--- src/hdl/fbt_pkg.sv ---
// ----------------------------------------------------------------------------
// fbt_pkg: shared types and constants of the flow bypass table
// Commands, register indexes, table geometry and controller/datapath structs.
// ----------------------------------------------------------------------------
package fbt_pkg;

  localparam int unsigned FlowEntries = 256;
  localparam int unsigned IdxW        = (FlowEntries > 1) ? $clog2(FlowEntries) : 1;
  localparam int unsigned CntW        = $clog2(FlowEntries + 1);
  localparam int unsigned KeyW        = 96;
  localparam int unsigned TimeW       = 48;
  localparam int unsigned CleanW      = 32;
  localparam int unsigned OutCntW     = 9;

  localparam logic [2:0] CmdTrack  = 3'd0;
  localparam logic [2:0] CmdQuery  = 3'd1;
  localparam logic [2:0] CmdMark   = 3'd2;
  localparam logic [2:0] CmdRevoke = 3'd3;
  localparam logic [2:0] CmdSweep  = 3'd4;

  localparam logic [1:0] RegEnable    = 2'd0;
  localparam logic [1:0] RegThreshold = 2'd1;
  localparam logic [1:0] RegTimeout   = 2'd2;

  // Commands from controller to datapath.
  typedef struct packed {
    logic           latch;     // capture the input item
    logic           rd;        // read the entry at scan_idx
    logic           scan_clr;  // restart the scan counter
    logic           scan_inc;  // advance the scan counter
    logic           eval;      // examine the entry read last cycle
    logic           commit;    // apply the command to the chosen entry
    logic           finish;    // drive the result strobe
  } fbt_cmd_t;

  // Status from datapath to controller.
  typedef struct packed {
    logic           scan_last; // scan counter is at the last entry
    logic           is_sweep;
    logic           is_known;  // command 0..3
  } fbt_stat_t;

endpackage

--- src/hdl/fbt_ctrl.sv ---
// ----------------------------------------------------------------------------
// fbt_ctrl: sequencer of the flow bypass table
// Walks the table once per keyed (lookup) or sweep (purge) item, else skips.
// ----------------------------------------------------------------------------
module fbt_ctrl (
  input  logic               clk_i,
  input  logic               rst_ni,
  input  logic               start_i,
  input  fbt_pkg::fbt_stat_t stat_i,
  output fbt_pkg::fbt_cmd_t  cmd_o,
  output logic               busy_o
);
  import fbt_pkg::*;

  typedef enum logic [4:0] {
    StIdle   = 5'b00001,
    StScan   = 5'b00010,
    StDrain  = 5'b00100,
    StCommit = 5'b01000,
    StDone   = 5'b10000
  } state_e;

  state_e state_q, state_d;
  logic   last_q, last_d;

  always_ff @(posedge clk_i or negedge rst_ni) begin
    if (!rst_ni) begin
      state_q <= StIdle;
      last_q  <= 1'b0;
    end else begin
      state_q <= state_d;
      last_q  <= last_d;
    end
  end

  always_comb begin
    state_d = state_q;
    last_d  = last_q;
    cmd_o   = '0;
    unique case (state_q)
      StIdle: begin
        if (start_i) begin
          cmd_o.latch    = 1'b1;
          cmd_o.scan_clr = 1'b1;
          state_d        = StScan;
        end
      end
      StScan: begin
        // Unknown commands skip the walk.
        if (!stat_i.is_known && !stat_i.is_sweep) begin
          state_d = StDone;
        end else begin
          cmd_o.rd       = 1'b1;
          cmd_o.scan_inc = 1'b1;
          cmd_o.eval     = last_q;
          last_d         = 1'b1;
          if (stat_i.scan_last) state_d = StDrain;
        end
      end
      StDrain: begin
        cmd_o.eval = 1'b1;
        last_d     = 1'b0;
        state_d    = StCommit;
      end
      StCommit: begin
        cmd_o.commit = 1'b1;
        state_d      = StDone;
      end
      StDone: begin
        cmd_o.finish = 1'b1;
        last_d       = 1'b0;
        state_d      = StIdle;
      end
      default: state_d = StIdle;
    endcase
  end

  assign busy_o = (state_q != StIdle);

endmodule

--- config.mk ---
export PLATFORM = sky130hd
export DESIGN_NAME = fbt_ctrl
export DESIGN_NICKNAME = d
export VERILOG_FILES = /design/src/hdl/fbt_pkg.sv /design/src/hdl/fbt_ctrl.sv
export SDC_FILE = /design/constraint.sdc
export NUM_CORES = 1
export LEC_CHECK = 0
export BUFFER_PORTS_ARGS = -buffer_cell sky130_fd_sc_hd__buf_2
export CORE_AREA = 2 2 39 41
export DETAILED_ROUTE_END_ITERATION = 8
export DIE_AREA = 0 0 41 43
export GPL_ROUTABILITY_DRIVEN = 0
export MAX_ROUTING_LAYER = met4
export PLACE_DENSITY = 0.59
export RECOVER_POWER = 100
export SYNTH_ARGS = -nofsm -noshare
export SYNTH_HDL_FRONTEND = slang
export SYNTH_SLANG_ARGS = --single-unit
--- constraint.sdc ---
create_clock -name clk_i -period 1.4 [get_ports clk_i]
set_input_delay 0.07 -clock clk_i [delete_from_list [all_inputs] [get_ports clk_i]]
set_output_delay 0.07 -clock clk_i [all_outputs]
set_load 0.03 [all_outputs]
==> results of run 1 <==
routing by layer:
layer	track usage	vias to the layer above	routed length, µm
met5	-	-	0
met4	0.0800	0	0
met3	0.0157	0	43
met2	0.250	11	586
met1	0.202	197	460
li1	-	202	-
cells in the final DEF, fill, tap and decap left out, types with 2 or more instances in the layout:
| cell | synthesis | routed |
|---|---|---|
| nor4b_1 | 2 | 2 |
| nand2_1 | 2 | 2 |
| clkbuf_1 | 0 | 2 |
| buf_6 | 2 | 8 |
| buf_4 | 2 | 11 |
| buf_2 | 1 | 5 |
| a21oi_1 | 4 | 4 |
| and3_4 | 0 | 2 |
| clkbuf_4 | 0 | 3 |
| dfrtp_1 | 5 | 5 |
| nor2_4 | 0 | 4 |
cells by family (layout without fill, tap and decap cells):
| kind of cell | Yosys count | in the layout | synth area share |
|---|---|---|---|
| AND/OR/NAND/NOR | 21 | 21 | 0.326 |
| buffers and inverters | 6 | 32 | 0.114 |
| AO/OA/AOI/OAI | 9 | 9 | 0.166 |
| flip-flops | 6 | 6 | 0.372 |
| XOR/XNOR | 1 | 1 | 0.0215 |
how the worst max path moves through the flow:
stage | to | cells after the start
after floorplan | cmd_o[5] | 4
after global placement | cmd_o[2] | 4
after detailed placement | cmd_o[2] | 4
after CTS | cmd_o[2] | 4
after global routing | cmd_o[2] | 4
final | cmd_o[2] | 4
through the flow:
stage / cell area [µm²] / util / total power [mW] / setup WS, ns / setup TNS [ns]
detailed placement: 533 / 0.385 / 0.806 / -0.0274 / -0.0274
floorplan: 434 / - / 0.664 / -0.0920 / -0.355
finish: 721 / 0.521 / 1.25 / -0.252 / -0.786
global placement: 533 / 0.385 / 0.802 / 0.0269 / 0
CTS: 703 / 0.508 / 1.22 / -0.264 / -0.799
global route: 721 / 0.521 / 1.32 / -0.311 / -1.35
state kept, by name (all words and copies together), names as in the netlist:
name	cells
last_q	1
state_q	5
area by class of cell:
type / instances / share of cell area
inverters: 1 / 0.00521
clock buffers: 4 / 0.0365
flip-flops and latches: 6 / 0.210
repair buffers: 27 / 0.314
well taps: 16 / 0.0278
multi-input cells: 31 / 0.406
Yosys cell counts (2+ instances only):
| master | n | share of area |
|---|---|---|
| nor4b_1 | 2 | 0.043 |
| nand2_1 | 2 | 0.018 |
| nor2_1 | 5 | 0.046 |
| buf_4 | 2 | 0.037 |
| dfrtp_1 | 5 | 0.31 |
| a21oi_1 | 4 | 0.049 |
| and3_1 | 3 | 0.046 |
| buf_6 | 2 | 0.055 |
what timing repair did:
action,CTS,global route
setup buffers,5,0
setup endpoints to repair,8,11
pin swaps,3,1
resized for setup,26,5
endpoints found under the hold margin,6,0
hold buffers,1,0
report_power, final:
| part | leakage [nW] | switching, mW | internal (mW) | total, mW |
|---|---|---|---|---|
| registers | 0.0739 | 0.0301 | 0.217 | 0.247 |
| clock network | 0.0150 | 0.0708 | 0.108 | 0.179 |
| logic | 0.232 | 0.407 | 0.413 | 0.820 |
| total | 0.321 | 0.508 | 0.738 | 1.25 |
==> flow_summary_export.csv, run 1 <==
group,metric,value,unit
floorplanning,initial_utilization,0.294,
cts,clk_latency,0.25,ns
yosys,ys_seq_area_frac,0.372,
grt,grt_pass1_vias,449,
cts,clock-root-buffer,"clkbuf_4",
yosys,async_flop_share,1.00,
worst_setup_path,rr_endpoint,"state_q[0]$_DFFE_PN1P_",
job,maxCapViolations,0,
sta,postLayoutSetupSlackWorst,-0.252,ns
floorplanning,fp-row-count,14,
worst_setup_path,critical_path_required,1.33,ns
power,power_per_cell_area,1730,nW/µm²
grt,globalRouteOverflowTotal,0,
placed_design,dpl.cell_count,75,
floorplanning,die_height,43,µm
route,detailroute.via_count,410,
layout,area.growth.synth_to_final,77.2,%
yosys,yosys_most_used_dff,"dfrtp_1",
worst_hold_path,hold_depth,2,
sta,worst-slew-pin-transition,0.352,ns
worst_setup_path,worst_setup_sp_type,"register",
layout,seq_area,151,µm²
worst_setup_path,path_cells,"o21ai_2, or3b_4, a2111oi_4, buf_4",
outcome,failing_checks,"setup timing",
worst_setup_path,timing.critical_path.max_delay_family,"simple AND/OR/NAND/NOR gates",
worst_setup_path,timing.reg2reg.worst_path_depth,7,
layout,final-instance-count-excl-fill,85,
route,route.final.wire_length,1.09,mm
worst_setup_path,path_class,"reg -> out",
sta,hold_slack,0.0706,ns
yosys,synth_nets,49,
yosys,syn_inst,43,
worst_setup_path,worst-path-max-fanout,2,
worst_setup_path,crit_slowest_cell,"or3b_4",
cts,clock-sinks,6,
floorplanning,io_pins,14,
route,route.detailed.drc,0,
placed_design,dpl.hpwl,691,µm
floorplanning,die-width,41,µm
floorplanning,fp.dieArea,1760,µm²
yosys,synthesis.area,407,µm²
worst_setup_path,worst_path_buffer_plus_inverter_count,1,
worst_hold_path,hold_path_endpoint,"state_q[2]$_DFFE_PN0P_",
sta,timing.slew.headroom,0.765,
sta,setup_viol,8,
power,static_power_due_to_leakage,0.321,nW
route,viasPerCell,4.82,
layout,antennaDiodeCount,0,
grt,grt_usage,0.162,
layout,area_taken_by_multi_input_logic_gates,293,µm²
layout,fillers,134,
floorplanning,fp.coreArea,1380,µm²
sta,timing.fmax,606,MHz
sta,maxSlewViolCount,0,
yosys,postSynthRegisterBits,6,
route,ant_nets,0,
placed_design,port-buffer-count,13,
layout,final_nets,76,
sta,grt_setup_unrepaired,"yes",
yosys,synth-edff-count,0,
yosys,syn_area_per_cell,9.46,µm²
yosys,synthDistinctLibCells,26,
worst_setup_path,r2r_slack,-0.07,ns
grt,grt_first_pass_wirelength,1.89,mm
layout,fraction_of_layout_instances_using_a_drive_strength_above_1,0.638,
sta,timing.final.crit_share,1.18,
cts,clk_path_buf_depth,2,
route,first_iter_violations,1,
worst_setup_path,timing.critical_path.from,"state_q[1]$_DFFE_PN0P_",
sta,final_critical_path_time_including_i_o_delays_and_setup,1.65,ns
route,firstDrtPassIters,2,
worst_hold_path,hold_path_startpoint,"stat_i[2]",
cts,tritoncts_clock_tree,"done",
route,avgRoutedWirePerCell,12.8,µm
cts,clk_transition_reported_paths,0.05,ns
power,ir_drop,0.895,mV
worst_setup_path,worst-endpoint-arrival,1.58,ns
cts,htreeDepth,1,
grt,antenna_found_initial,0,
sta,clock-skew-final,0.00741,ns
yosys,ys_warn_count,0,
worst_setup_path,worst_path_largest_cell_delay,0.41,ns
outcome,outcome,"complete, but fails checks",
grt,grt_start_max_net_pins,9,
sta,timing_hold_violations_final,0,
worst_setup_path,source_of_the_worst_register_to_register_timing_path,"state_q[1]$_DFFE_PN0P_",
worst_hold_path,worst_hold_path_type,"in -> reg",
cts,cts_buffers,3,
worst_setup_path,endpoint_kind,"output pin",
Note: power is estimated with default switching activity, not from simulation.
==> run 2, diff against run 1 <==
- ABC_AREA: unset -> 1
- CAP_MARGIN: unset -> 5
- PLACE_DENSITY: 0.59 -> 0.58
==> run 2 against run 1 <==
Against the previous run:
- the flow still finishes with violations (setup timing)
- final area shrank 12%
- die area is the same
- clock skew shrank 0.0011 ns
- fmax grew 17%
- non-clock buffer count shrank 4
- largest power group unchanged
- setup slack gained 0.24 ns
- register-to-register slack gained 0.22 ns
- utilization shrank 6.1 points
- critical endpoint unchanged
==> flow_summary_export.csv, run 2 <==
group,metric,value,unit
yosys,synthDistinctLibCells,17,
sta,grt_setup_unrepaired,"yes",
yosys,yosys.area_share.simple,0.361,
route,route.final.wire_length,912,µm
worst_setup_path,critical_path_required,1.33,ns
worst_setup_path,worst-path-max-fanout,3,
yosys,ys_seq_area_frac,0.390,
placed_design,dpl.hpwl,624,µm
yosys,dominant_cells_by_area_after_synthesis,"dfrtp_1, inv_1, nor2_1",
worst_hold_path,hold_depth,4,
floorplanning,die-width,41,µm
cts,clk_latency,0.26,ns
sta,worst-slew-pin-transition,0.327,ns
sta,setup_viol,1,
worst_setup_path,rr_endpoint,"state_q[1]$_DFFE_PN0P_",
yosys,syn_area_per_cell,7.32,µm²
cts,cts_buffers,3,
grt,grt_pass1_vias,385,
floorplanning,fp-row-count,14,
worst_setup_path,worst_setup_sp_type,"register",
sta,postLayoutSetupSlackWorst,-0.00959,ns
worst_setup_path,worst-endpoint-arrival,1.34,ns
yosys,ys_warn_count,0,
worst_setup_path,path_cells,"inv_2, nand2_2, nor2_4, nand3_4, o21ai_2, buf_6",
layout,fraction_of_layout_instances_using_a_drive_strength_above_1,0.526,
floorplanning,fp.dieArea,1760,µm²
yosys,synth-edff-count,0,
yosys,yosys.area_share.xor_xnor,0,
layout,max_reg_flops,5,
worst_setup_path,worst_path_largest_cell_delay,0.42,ns
cts,clk_path_buf_depth,2,
layout,area_taken_by_multi_input_logic_gates,210,µm²
layout,max_flop_register,"state_q",
yosys,synthesis.area,388,µm²
layout,antennaDiodeCount,0,
route,first_iter_violations,2,
sta,timing.fmax,709,MHz
yosys,netlist.area_leader.share,0.323,
yosys,async_flop_share,1.00,
yosys,synth_most_common_cell,"inv_1",
sta,hold_slack,0.125,ns
cts,clock-root-buffer,"clkbuf_4",
power,power_per_cell_area,2170,nW/µm²
yosys,synth_top_family_by_area,"simple AND/OR/NAND/NOR gates",
cts,clk_transition_reported_paths,0.05,ns
route,detailroute.via_count,416,
worst_hold_path,hold_path_startpoint,"stat_i[2]",
outcome,failing_checks,"setup timing",
worst_setup_path,source_of_the_worst_register_to_register_timing_path,"state_q[0]$_DFFE_PN1P_",
layout,reg.largest.list,"state_q: 5 flops, last_q: 1 flops",
floorplanning,io_pins,14,
outcome,outcome,"complete, but fails checks",
route,viasPerCell,4.43,
layout,area.growth.synth_to_final,63.9,%
yosys,portion_of_netlist_area_occupied_by_mux_cells,0,
job,maxCapViolations,0,
grt,grt_first_pass_wirelength,1.48,mm
layout,fillers,138,
layout,final_common_cell,"inv_1",
route,firstDrtPassIters,3,
floorplanning,fp.coreArea,1380,µm²
floorplanning,initial_utilization,0.280,
cts,htreeDepth,1,
worst_setup_path,crit_slowest_cell,"dfrtp_1",
layout,seq_area,151,µm²
power,ir_drop,0.919,mV
sta,timing.slew.headroom,0.782,
yosys,synth_compound_area_frac,0.0839,
yosys,syn_inst,53,
layout,final_nets,85,
power,report.power.total,1.38,mW
grt,grt_usage,0.128,
yosys,synth_nets,59,
floorplanning,die_height,43,µm
worst_setup_path,path_class,"reg -> out",
layout,mostFrequentLayoutCells,"inv_1, buf_4",
yosys,postSynthRegisterBits,6,
sta,timing_hold_violations_final,0,
grt,antenna_found_initial,0,
worst_hold_path,hold_path_endpoint,"state_q[1]$_DFFE_PN0P_",
worst_hold_path,worst_hold_path_type,"in -> reg",
placed_design,port-buffer-count,13,
sta,maxSlewViolCount,0,
yosys,area_share_of_fa_ha_maj_cells_after_synthesis,0,
cts,tritoncts_clock_tree,"done",
yosys,synth.largest_area_cell,"dfrtp_1",
worst_setup_path,r2r_slack,0.15,ns
sta,clock-skew-final,0.00628,ns
route,avgRoutedWirePerCell,9.70,µm
worst_setup_path,endpoint_kind,"output pin",
route,ant_nets,0,
route,route.detailed.drc,0,
yosys,yosys_most_used_dff,"dfrtp_1",
worst_setup_path,timing.reg2reg.worst_path_depth,6,
sta,timing.final.crit_share,1.01,
grt,grt_start_max_net_pins,7,
yosys,synth_commonest_cells,"inv_1, nor2_1, nand2_1",
sta,final_critical_path_time_including_i_o_delays_and_setup,1.41,ns
cts,clock-sinks,6,
power,static_power_due_to_leakage,0.361,nW
grt,globalRouteOverflowTotal,0,
[run 2: changes by cell type in the layout (fill, tap and decap cells not counted), sizes merged, moves of 2 or more]
cell   previous run  this run
nand3             1         5
or3               2         0
nor4b             2         0
o21ai             1         4
nand2             2         9
a21oi             4         1
nor2              5        12
buf              25        21
and3              3         0
inv               1        13
[run 2: layer usage]
layer,track usage,routed length (µm)
met4,0.0800,20
met3,0.0314,22
met5,-,0
met1,0.161,376
met2,0.178,493
[run 2: critical path: cells and delay by family (launching register included)]
family / cells / cell delay (ns)
buffers and inverters: 2 / 0.22
AND/OR/NAND/NOR: 3 / 0.29
AO/OA/AOI/OAI: 1 / 0.15
flip-flops: 1 / 0.42
[run 2: final cells by class]
cell class | count | share of cell area
clock buffers | 4 | 0.0413
inverters | 13 | 0.0768
multi-input cells | 32 | 0.331
flip-flops and latches | 6 | 0.238
well taps | 16 | 0.0315
repair buffers | 23 | 0.281
[run 2: per-stage QoR]
| stage | setup slack (ns) | instance area (µm²) | std cells | TNS, ns | utilization |
|---|---|---|---|---|---|
| 2_1_floorplan | 0.00909 | 403 | 53 | 0 | - |
| 4_1_cts | -0.00292 | 566 | 88 | -0.00723 | 0.409 |
| 5_1_grt | -0.0921 | 636 | 94 | -0.433 | 0.459 |
| 3_3_place_gp | 0.216 | 473 | 80 | 0 | 0.342 |
| 3_5_place_dp | 0.190 | 473 | 80 | 0 | 0.342 |
| 6_report | -0.00959 | 636 | 94 | -0.00959 | 0.459 |
[run 2: worst max path at each step]
stage | cells after the start | start | endpoint | slack [ns]
6_report | 6 | state_q[3]$_DFFE_PN0P_ | cmd_o[2] | -0.01
2_1_floorplan | 5 | state_q[0]$_DFFE_PN1P_ | cmd_o[6] | 0.009
3_3_place_gp | 5 | state_q[0]$_DFFE_PN1P_ | cmd_o[4] | 0.22
3_5_place_dp | 5 | state_q[0]$_DFFE_PN1P_ | cmd_o[6] | 0.19
5_1_grt | 5 | state_q[2]$_DFFE_PN0P_ | cmd_o[0] | -0.09
4_1_cts | 5 | state_q[0]$_DFFE_PN1P_ | cmd_o[6] | -0.003
[run 2: power breakdown]
part	leakage [nW]	switching [mW]	internal (mW)
clock	0.0150	0.0750	0.109
sequential	0.0753	0.0573	0.242
combinational	0.271	0.510	0.387
total	0.361	0.642	0.737
[run 2: repair_timing]
action,4_1_cts,5_1_grt
endpoints found under the hold margin,6,0
endpoints found under the setup margin,6,7
gates resized for setup,10,14
hold buffers,1,0
pin swaps,2,6
setup buffers,3,6
gates cloned,0,0
[run 2: cells by family (layout without fill, tap and decap cells)]
family / Yosys count / in the layout
compound gates: 5 / 5
buf+inv: 15 / 40
flops: 6 / 6
simple gates: 27 / 27
==> run 3, diff against run 2 <==
- PLACE_DENSITY: 0.58 -> 0.6
==> run 3 against run 2 <==
Against the previous run:
- the run still ends with setup timing left
- hold slack better by 0.015 ns
- critical path depth is the same
- first-iteration DRC count increased to 3.5 times the previous value
- global-route usage decreased by 0.17 points
- clock skew about the same
- sequential power barely moved
- critical endpoint unchanged
==> flow_summary_export.csv, run 3 (synthesis gave the netlist of run 2 again) <==
group,metric,value,unit
worst_setup_path,worst-path-max-fanout,4,
sta,timing.final.crit_share,1.01,
route,route.detailed.drc,0,
layout,antennaDiodeCount,0,
grt,globalRouteOverflowTotal,0,
outcome,outcome,"complete, but fails checks",
worst_setup_path,worst_setup_sp_type,"register",
layout,final_nets,81,
floorplanning,initial_utilization,0.280,
power,static_power_due_to_leakage,0.338,nW
layout,final_instance_area,591,µm²
grt,grt_usage,0.127,
floorplanning,io_pins,14,
placed_design,dpl.cell_count,80,
grt,antenna_found_initial,0,
floorplanning,fp.dieArea,1760,µm²
layout,fraction_of_layout_instances_using_a_drive_strength_above_1,0.527,
sta,hold_slack,0.140,ns
worst_setup_path,critical_path_required,1.33,ns
layout,final-instance-count-excl-fill,90,
layout,area.growth.synth_to_final,52.3,%
layout,final_core_util,0.427,
sta,timing.slew.headroom,0.757,
layout,max_flop_register,"state_q",
sta,final_critical_path_time_including_i_o_delays_and_setup,1.41,ns
layout,fillers,144,
power,power_per_cell_area,2290,nW/µm²
cts,clk_latency,0.25,ns
outcome,failing_checks,"setup timing",
layout,reg.largest.list,"state_q: 5 flops, last_q: 1 flops",
cts,clk_transition_reported_paths,0.04,ns
grt,grtUsageMet2,0.209,
cts,clock-root-buffer,"clkbuf_4",
placed_design,port-buffer-count,13,
cts,htreeDepth,1,
grt,grtUsageMet3,0.0157,
cts,clock-sinks,6,
route,avgRoutedWirePerCell,10.5,µm
floorplanning,fp-row-count,14,
layout,max_reg_flops,5,
cts,cts_buffers,3,
route,ant_nets,0,
grt,grt_pass1_vias,383,
job,maxCapViolations,0,
sta,setup_viol,1,
sta,maxSlewViolCount,0,
worst_setup_path,endpoint_kind,"output pin",
placed_design,pre_cts_ws,0.175,ns
power,ir_drop,1.03,mV
sta,grt_setup_unrepaired,"yes",
floorplanning,die-width,41,µm
sta,timing_hold_violations_final,0,
grt,grt_start_max_net_pins,7,
route,detailroute.via_count,390,
route,firstDrtPassIters,4,
worst_hold_path,worst_hold_path_type,"in -> reg",
sta,timing.fmax,710,MHz
sta,clock-skew-final,0.00615,ns
placed_design,dpl_cell_area,473,µm²
grt,gr-max-usage-layer,"met2",
power,report.power.total,1.36,mW
sta,postLayoutSetupSlackWorst,-0.00778,ns
floorplanning,die_height,43,µm
worst_setup_path,path_class,"reg -> out",
floorplanning,fp.coreArea,1380,µm²
cts,tritoncts_clock_tree,"done",
layout,mostFrequentLayoutCells,"inv_1, buf_4, nor2_1, nand2_1, buf_2",
grt,grt_first_pass_wirelength,1.41,mm
placed_design,dpl.hpwl,688,µm
grt,grt_use_met1,0.123,
layout,final_common_cell,"inv_1",
cts,clk_path_buf_depth,2,
route,route.final.wire_length,944,µm
route,viasPerCell,4.33,
sta,worst-slew-pin-transition,0.364,ns
route,first_iter_violations,7,
worst_setup_path,worst-endpoint-arrival,1.34,ns
sta,setup_tns,-0.00778,ns
-- run 3: per-layer routing --
layer	vias up	wire [µm]
met5	-	0
met4	0	25
met3	4	19
met2	9	540
met1	174	359
li1	203	-
-- run 3: final cells by class --
class / instances / area [µm²] / share of cell area
clock buffer: 4 / 26.3 / 0.0445
timing repair buffer: 19 / 138 / 0.233
tap: 16 / 20.0 / 0.0339
sequential: 6 / 153 / 0.258
inverter: 13 / 48.8 / 0.0826
multi-input combinational: 32 / 205 / 0.347
-- run 3: worst paths after layout --
kind / slack, ns / from / cells after the start / to
max in group asynchronous: 0.85 / rst_ni / 2 / state_q[0]$_DFFE_PN1P_
worst max-delay path: -0.008 / state_q[2]$_DFFE_PN0P_ / 6 / cmd_o[2]
worst max register to register: 0.13 / state_q[0]$_DFFE_PN1P_ / 7 / state_q[2]$_DFFE_PN0P_
min in group asynchronous: 0.24 / rst_ni / 2 / state_q[3]$_DFFE_PN0P_
worst min register to register: 0.55 / last_q$_DFFE_PN0P_ / 2 / last_q$_DFFE_PN0P_
worst min-delay path: 0.14 / stat_i[2] / 4 / state_q[1]$_DFFE_PN0P_
-- run 3: where the power goes --
group          internal [mW]  switching [mW]
sequential             0.245          0.0562
combinational          0.363           0.516
clock                  0.108          0.0668
total                  0.716           0.639
-- run 3: repair_timing --
item	in CTS	in global routing
gates resized for setup	9	10
setup buffers	2	3
hold endpoints to repair	6	0
pin swaps	2	4
cloned	0	0
endpoints found under the setup margin	5	7
hold buffers	1	0
-- run 3: critical path, stage by stage (launching register included) --
cell and delay [ns]:
dfrtp_1 0.40, inv_2 0.07, nand2_2 0.06, nor2_4 0.14, nand3_4 0.09, o21ai_2 0.17
buf_6 0.15
